## src/design/overlay_fragment_blend_defines.svh

```systemverilog
// Assertion helpers for the overlay blender.
// Both sample on clk and are held off while rst_n is low.
`ifndef OVERLAY_FRAGMENT_BLEND_DEFINES_SVH
`define OVERLAY_FRAGMENT_BLEND_DEFINES_SVH

// Consequent must hold in the same cycle as the antecedent.
`define OFB_ASSERT_SAME(label, ante, cons, msg) \
    label: assert property (@(posedge clk) disable iff (!rst_n) (ante) |-> (cons)) \
        else $error(msg);

// Consequent must hold in the cycle after the antecedent.
`define OFB_ASSERT_NEXT(label, ante, cons, msg) \
    label: assert property (@(posedge clk) disable iff (!rst_n) (ante) |=> (cons)) \
        else $error(msg);

`endif

```

## src/design/ofb_pkg.sv

```systemverilog
`timescale 1ns / 1ps
`default_nettype none

package ofb_pkg;

    localparam int CH_W        = 8;
    localparam int CHANNELS    = 4;
    localparam int PIX_W       = CH_W * CHANNELS;
    localparam int POS_W       = 9;
    localparam int FRAME_W     = 10;
    localparam int CLIP_W      = 9;
    localparam int CFG_IDX_W   = 3;
    localparam int CFG_DATA_W  = 10;
    localparam int ADDR_PROD_W = POS_W + FRAME_W;

    localparam int DEF_MAX_WIDTH  = 512;
    localparam int DEF_MAX_HEIGHT = 512;

    localparam int ROUND_BIAS = 127;
    localparam logic [CH_W-1:0] ALPHA_OPAQUE = 8'hFF;

    localparam logic [FRAME_W-1:0] RST_FRAME_WIDTH  = 10'd512;
    localparam logic [FRAME_W-1:0] RST_FRAME_HEIGHT = 10'd512;
    localparam logic [CLIP_W-1:0]  RST_CLIP_LEFT    = 9'd0;
    localparam logic [CLIP_W-1:0]  RST_CLIP_TOP     = 9'd0;
    localparam logic [CLIP_W-1:0]  RST_CLIP_RIGHT   = 9'd511;
    localparam logic [CLIP_W-1:0]  RST_CLIP_BOTTOM  = 9'd511;

    typedef enum logic [1:0] {
        OP_BLEND,
        OP_TINT,
        OP_READ,
        OP_FRAME
    } op_t;

    typedef enum logic [CFG_IDX_W-1:0] {
        REG_FRAME_WIDTH,
        REG_FRAME_HEIGHT,
        REG_CLIP_ENABLE,
        REG_CLIP_LEFT,
        REG_CLIP_TOP,
        REG_CLIP_RIGHT,
        REG_CLIP_BOTTOM
    } cfg_idx_t;

    typedef struct packed {
        op_t              op;
        logic [POS_W-1:0] pos_x;
        logic [POS_W-1:0] pos_y;
        logic [PIX_W-1:0] colour;
        logic [PIX_W-1:0] texel;
    } in_t;

    typedef struct packed {
        logic [PIX_W-1:0] pixel;
        logic             written;
    } out_t;

    typedef struct packed {
        logic tint;
        logic load_src;
        logic load_mul;
    } blend_ctrl_t;

    // (v + 127) / 255 for v <= 255*255, by shift and add:
    // with t = 255k + r, t + 1 + (t >> 8) lands in [256k, 256k + 255].
    function automatic logic [CH_W-1:0] div255_round(input logic [2*CH_W-1:0] v);
        logic [2*CH_W:0] t;
        logic [2*CH_W:0] q;
        t = (2*CH_W+1)'(v) + (2*CH_W+1)'(ROUND_BIAS);
        q = t + (2*CH_W+1)'(1) + (t >> CH_W);
        return q[2*CH_W-1:CH_W];
    endfunction

endpackage

`default_nettype wire

```

## src/design/ofb_blend.sv

```systemverilog
`timescale 1ns / 1ps
`default_nettype none

module ofb_blend
    import ofb_pkg::*;
(
    input  wire logic             clk,
    input  wire blend_ctrl_t      ctrl,
    input  wire logic [PIX_W-1:0] colour,
    input  wire logic [PIX_W-1:0] texel,
    input  wire logic [PIX_W-1:0] dst,
    output      logic [PIX_W-1:0] src,
    output      logic [PIX_W-1:0] blended
);

    logic [PIX_W-1:0]  src_reg;
    logic [PIX_W-1:0]  tint;
    logic [2*CH_W-1:0] sum_reg [CHANNELS];
    logic [CH_W-1:0]   alpha;
    logic [CH_W-1:0]   inv;
    logic [CH_W:0]     da_sum;

    always_comb
    begin
        for (int c = 0; c < CHANNELS; c++)
        begin
            tint[c*CH_W +: CH_W] = div255_round((2*CH_W)'(texel[c*CH_W +: CH_W])
                                              * (2*CH_W)'(colour[c*CH_W +: CH_W]));
        end
    end

    assign alpha = src_reg[PIX_W-1 -: CH_W];
    assign inv   = ALPHA_OPAQUE - alpha;

    // Products are registered; the /255 rounding follows in the next cycle.
    always_ff @(posedge clk)
    begin
        if (ctrl.load_src)
        begin
            src_reg <= ctrl.tint ? tint : colour;
        end
        if (ctrl.load_mul)
        begin
            for (int c = 0; c < CHANNELS - 1; c++)
            begin
                sum_reg[c] <= (2*CH_W)'(src_reg[c*CH_W +: CH_W]) * (2*CH_W)'(alpha)
                            + (2*CH_W)'(dst[c*CH_W +: CH_W]) * (2*CH_W)'(inv);
            end
            sum_reg[CHANNELS-1] <= (2*CH_W)'(dst[PIX_W-1 -: CH_W]) * (2*CH_W)'(inv);
        end
    end

    always_comb
    begin
        for (int c = 0; c < CHANNELS - 1; c++)
        begin
            blended[c*CH_W +: CH_W] = div255_round(sum_reg[c]);
        end
        da_sum = (CH_W+1)'(alpha) + (CH_W+1)'(div255_round(sum_reg[CHANNELS-1]));
        blended[PIX_W-1 -: CH_W] = da_sum[CH_W] ? ALPHA_OPAQUE : da_sum[CH_W-1:0];
    end

    assign src = src_reg;

endmodule

`default_nettype wire

```

## config.mk

```make
export PLATFORM = sky130hd
export DESIGN_NAME = ofb_blend
export DESIGN_NICKNAME = d
export VERILOG_FILES = /design/src/design/overlay_fragment_blend_defines.svh /design/src/design/ofb_pkg.sv /design/src/design/ofb_blend.sv
export SDC_FILE = /design/constraint.sdc
export NUM_CORES = 2
export LEC_CHECK = 0
export BUFFER_PORTS_ARGS = -buffer_cell sky130_fd_sc_hd__buf_4
export CAP_MARGIN = 20
export CORE_MARGIN = 1.5
export CORE_UTILIZATION = 50
export CTS_BUF_LIST = sky130_fd_sc_hd__clkbuf_8
export CTS_CLUSTER_DIAMETER = 30
export DETAILED_ROUTE_END_ITERATION = 8
export GPL_ROUTABILITY_DRIVEN = 0
export MAX_ROUTING_LAYER = met4
export PLACE_DENSITY = 0.66
export SETUP_SLACK_MARGIN = 0.2
export SLEW_MARGIN = 20
export SYNTH_ARGS = -nofsm -noshare
export SYNTH_HDL_FRONTEND = slang
export SYNTH_SLANG_ARGS = --single-unit
```

## constraint.sdc

```tcl
create_clock -name clk -period 9.65 [get_ports clk]
set_input_delay 2.895 -clock clk [delete_from_list [all_inputs] [get_ports clk]]
set_output_delay 2.895 -clock clk [all_outputs]
set_load 0.005 [all_outputs]
```

==> results list <==
* Most common cell in the netlist: sky130_fd_sc_hd__inv_1
* TritonCTS buffer count: 9
- Dividing the final minimum period by the clock period gives 92.6%.
- Critical path class: in -> reg
- Cell repeated most along the worst path: sky130_fd_sc_hd__fa_1
- Average routed wire per standard cell: 15.5 µm
- The cell sitting at the root of the clock tree is a sky130_fd_sc_hd__clkbuf_8.
* Post-layout net count: around 4.7k
* Startpoint of the most critical hold path: src[16]$_DFFE_PP_
- Of the synthesized area, sequential elements account for 8.99%.
* Clk sink count: 96
- Area contributors post-synth: sky130_fd_sc_hd__fa_1, sky130_fd_sc_hd__ha_1, sky130_fd_sc_hd__edfxtp_1, sky130_fd_sc_hd__inv_1, sky130_fd_sc_hd__and2_1
* Post-Synthesis Cells: 3,572
- Yosys top cell by area: sky130_fd_sc_hd__fa_1
- Min-delay worst type: reg -> reg
- Summing every instance area after synthesis gives 32,100 µm².
- Primary flip-flop cell chosen by synthesis mapping: sky130_fd_sc_hd__edfxtp_1
* Global route overflow: 0
- Cell type group with the largest total delay on the critical path: adder cells
- The routed layout has 23.7k vias.
- Dividing the detail-routed via count by the number of cells gives 5.23.
- Setup repair after global routing left no endpoint under its margin.
* Total DRC errors in the routed layout: 0
* Synth-to-layout area growth: 7.35%
- Number of flops mapped to enable cells by yosys: 96
* Starting DRC count in detailed routing: between 1k and 1.5k
- STA classifies the critical path startpoint as an input pin.
- The routed design has between 70 and 80 mm of wire.
- Hold repair after CTS inserted 0 buffers.
- The register with the most flip-flops in the layout has 64 of them.
* Maximum number of pins on one net before global-route repair: 65
* Number of warnings reported in the yosys synthesis log: 0
- Buffers added to address setup during post-CTS repair amount to 0.
- Counting along the longest clock path gives a buffer depth of 2.
- CTS H-tree lvls: 3
- TritonCTS built the clock tree.
- STA classifies the critical path endpoint as a flip-flop.
* Startpoint of the most critical register-to-register path: src[27]$_DFFE_PP_
- The initial utilization of the core area, before any placement, comes to 50.7%.
- Number of search-and-repair iterations in the first detailed-routing pass: 5
* Fraction of layout instances using a drive strength above 1: 5.99%
- Clock-pin slew was measured on the worst setup and hold paths at 0.11 ns.
* Top post-synthesis cells by count: sky130_fd_sc_hd__inv_1, sky130_fd_sc_hd__fa_1, sky130_fd_sc_hd__ha_1
* Actual slew at the worst max-slew pin: 0.919 ns
- Summed over its instances, the top area cell type makes up 30.8% of the synthesized netlist area.
- Overall fraction of global-route tracks in use: between 20% and 30%
- In this run the core area contains 92 standard-cell rows.
- Floorplan core area: 63,200 µm²
- The initial antenna violation count is 2.
- Fmax: 112 MHz
* Number of storage elements in the synthesis netlist: 96
- In the final timing run, aggregate negative setup slack is 0 ns.
* # IOs: 164
- Chip Width: 256 µm
- Headroom to the max-slew limit came out at 37.7%.
* Number of buffer cells added on primary ports: 163
- Of all nets on the critical path, the largest fanout is 9.
* Antenna viol nets, final: 0
* Beginning of the critical path: colour[24]
- At the later pin of the worst-skew pair, clock insertion delay measures 0.45 ns.
- At the worst endpoint, the required time is 9.82 ns.
* Slew Limit Fails: 0
- Number of global-route vias before repair: 24.4k
* Delay contributed by the slowest stage of the critical path: between 0.5 and 0.6 ns
- Setup violations remaining at the end of the flow were counted as 0.
- Number of distinct standard cells referenced by the synthesized netlist: 74
* Final-report hold violation count: 0
- Combined buffer and inverter count along the critical path: 4
- On the critical path, the stage with the largest delay is an instance of sky130_fd_sc_hd__fa_1.
* Clock Skews: 0.0226 ns
* Number of max-cap violations: 0
- At the worst endpoint, the arrival time is 9.11 ns.
- The worst path in the final design needs a cycle of just under 9 ns, including I/O delays and setup.
* Global-route wire length before repair: 120 mm
- The run finished with clean final reports.
* HPWL reported at the end of detailed placement: roughly 57 mm
- Die Span Y: about 260 µm
- Averaged over all synthesized cells, the footprint is 8.97 µm².
- Counting flops with an async set or reset pin after synthesis yields a share of 0%.
- Die Outline Area: 65,600 µm²
placed cells by master (no fill, tap or decap), types with 7 or more instances in the layout:
cell / instances
sky130_fd_sc_hd__nor2_1: 130
sky130_fd_sc_hd__a211oi_1: 22
sky130_fd_sc_hd__a21oi_1: 111
sky130_fd_sc_hd__a31oi_1: 8
sky130_fd_sc_hd__o31a_1: 9
sky130_fd_sc_hd__nand4_1: 17
sky130_fd_sc_hd__o21a_1: 25
sky130_fd_sc_hd__or3_1: 15
sky130_fd_sc_hd__nor3_1: 38
sky130_fd_sc_hd__ha_1: 447
sky130_fd_sc_hd__nor4_1: 11
sky130_fd_sc_hd__nand2b_1: 93
sky130_fd_sc_hd__nor2b_1: 197
sky130_fd_sc_hd__edfxtp_1: 96
sky130_fd_sc_hd__buf_4: 176
sky130_fd_sc_hd__clkbuf_8: 9
sky130_fd_sc_hd__a21o_1: 42
sky130_fd_sc_hd__inv_1: 719
sky130_fd_sc_hd__nand3_1: 44
sky130_fd_sc_hd__fa_1: 493
sky130_fd_sc_hd__and3_1: 17
sky130_fd_sc_hd__a211o_1: 11
sky130_fd_sc_hd__nor3b_1: 14
sky130_fd_sc_hd__xor2_1: 64
sky130_fd_sc_hd__or2_2: 13
sky130_fd_sc_hd__and2_1: 270
sky130_fd_sc_hd__nand2_1: 262
sky130_fd_sc_hd__o211ai_1: 13
sky130_fd_sc_hd__o21bai_1: 18
sky130_fd_sc_hd__o21ai_0: 51
sky130_fd_sc_hd__xnor2_1: 143
sky130_fd_sc_hd__mux2_2: 7
final cells by class:
| cell class | instances | area [µm²] |
|---|---|---|
| inverters | 718 | 2700 |
| multi-input cells | 2686 | 26200 |
| repair buffers | 176 | 1320 |
| fillers | 5915 | 28800 |
| well taps | 846 | 1060 |
| diodes | 3 | 7.51 |
| clock inverters | 6 | 110 |
| flip-flops and latches | 96 | 2880 |
| clock buffers | 9 | 124 |
final timing paths:
check	endpoint	slack, ns	cells past startpoint
max	src[31]$_DFFE_PP_	0.71	26
min	sum_reg[2][0]$_DFFE_PP_	0.89	1
max reg2reg	sum_reg[0][14]$_DFFE_PP_	3.11	20
min reg2reg	sum_reg[2][0]$_DFFE_PP_	0.89	1
layer usage:
layer	up-vias	routed length [µm]	track usage [%]
met5	-	0	-
met4	0	1010	4.52
met3	49	2480	1.92
met2	428	33400	37.4
met1	11700	33300	31.0
li1	11500	-	-
through the flow:
stage | instance area, µm² | utilization (%) | instances | worst slack, ns | hold WS [ns]
final | 34400 | 54.5 | 4540 | 0.711 | 0.894
after global routing | 34400 | 54.4 | 4539 | 0.347 | 0.928
after CTS | 34400 | 54.4 | 4537 | 0.664 | 0.890
after detailed placement | 34200 | 54.1 | 4522 | 0.267 | 0.893
after global placement | 34200 | 54.1 | 4522 | 0.335 | 0.898
after floorplan | 32100 | - | 3574 | 0.599 | 0.687
timing repair:
item                       in CTS  in global routing
hold endpoints to repair        0                  0
gates resized for setup         0                  1
setup endpoints to repair       0                  5
cell families after synthesis:
family          synth area share (%)
xor+xnor                        5.94
compound gates                  7.86
fa+ha+maj                       48.3
mux                            0.308
other cells                   0.0117
buf+inv                         9.27
flops                           8.99
simple gates                    19.3
worst register-to-register path: stages, from the launching register on:
cell and delay [ns]:
sky130_fd_sc_hd__edfxtp_1 0.75, sky130_fd_sc_hd__buf_4 0.64, sky130_fd_sc_hd__nand2_1 0.17, sky130_fd_sc_hd__fa_1 0.49, sky130_fd_sc_hd__fa_1 0.55, sky130_fd_sc_hd__inv_1 0.05
sky130_fd_sc_hd__fa_1 0.48, sky130_fd_sc_hd__fa_1 0.54, sky130_fd_sc_hd__inv_1 0.05, sky130_fd_sc_hd__fa_1 0.45, sky130_fd_sc_hd__fa_1 0.49, sky130_fd_sc_hd__inv_1 0.04
sky130_fd_sc_hd__ha_1 0.32, sky130_fd_sc_hd__inv_1 0.07, sky130_fd_sc_hd__o21bai_1 0.07, sky130_fd_sc_hd__a21oi_1 0.23, sky130_fd_sc_hd__nor2b_1 0.10, sky130_fd_sc_hd__o2111ai_1 0.18
sky130_fd_sc_hd__nand3_1 0.14, sky130_fd_sc_hd__o41a_1 0.34, sky130_fd_sc_hd__xor2_1 0.15
Power is left out: the tool's default activity adds up to more than one toggle a clock period on the data nets, which glitch-free logic cannot reach.
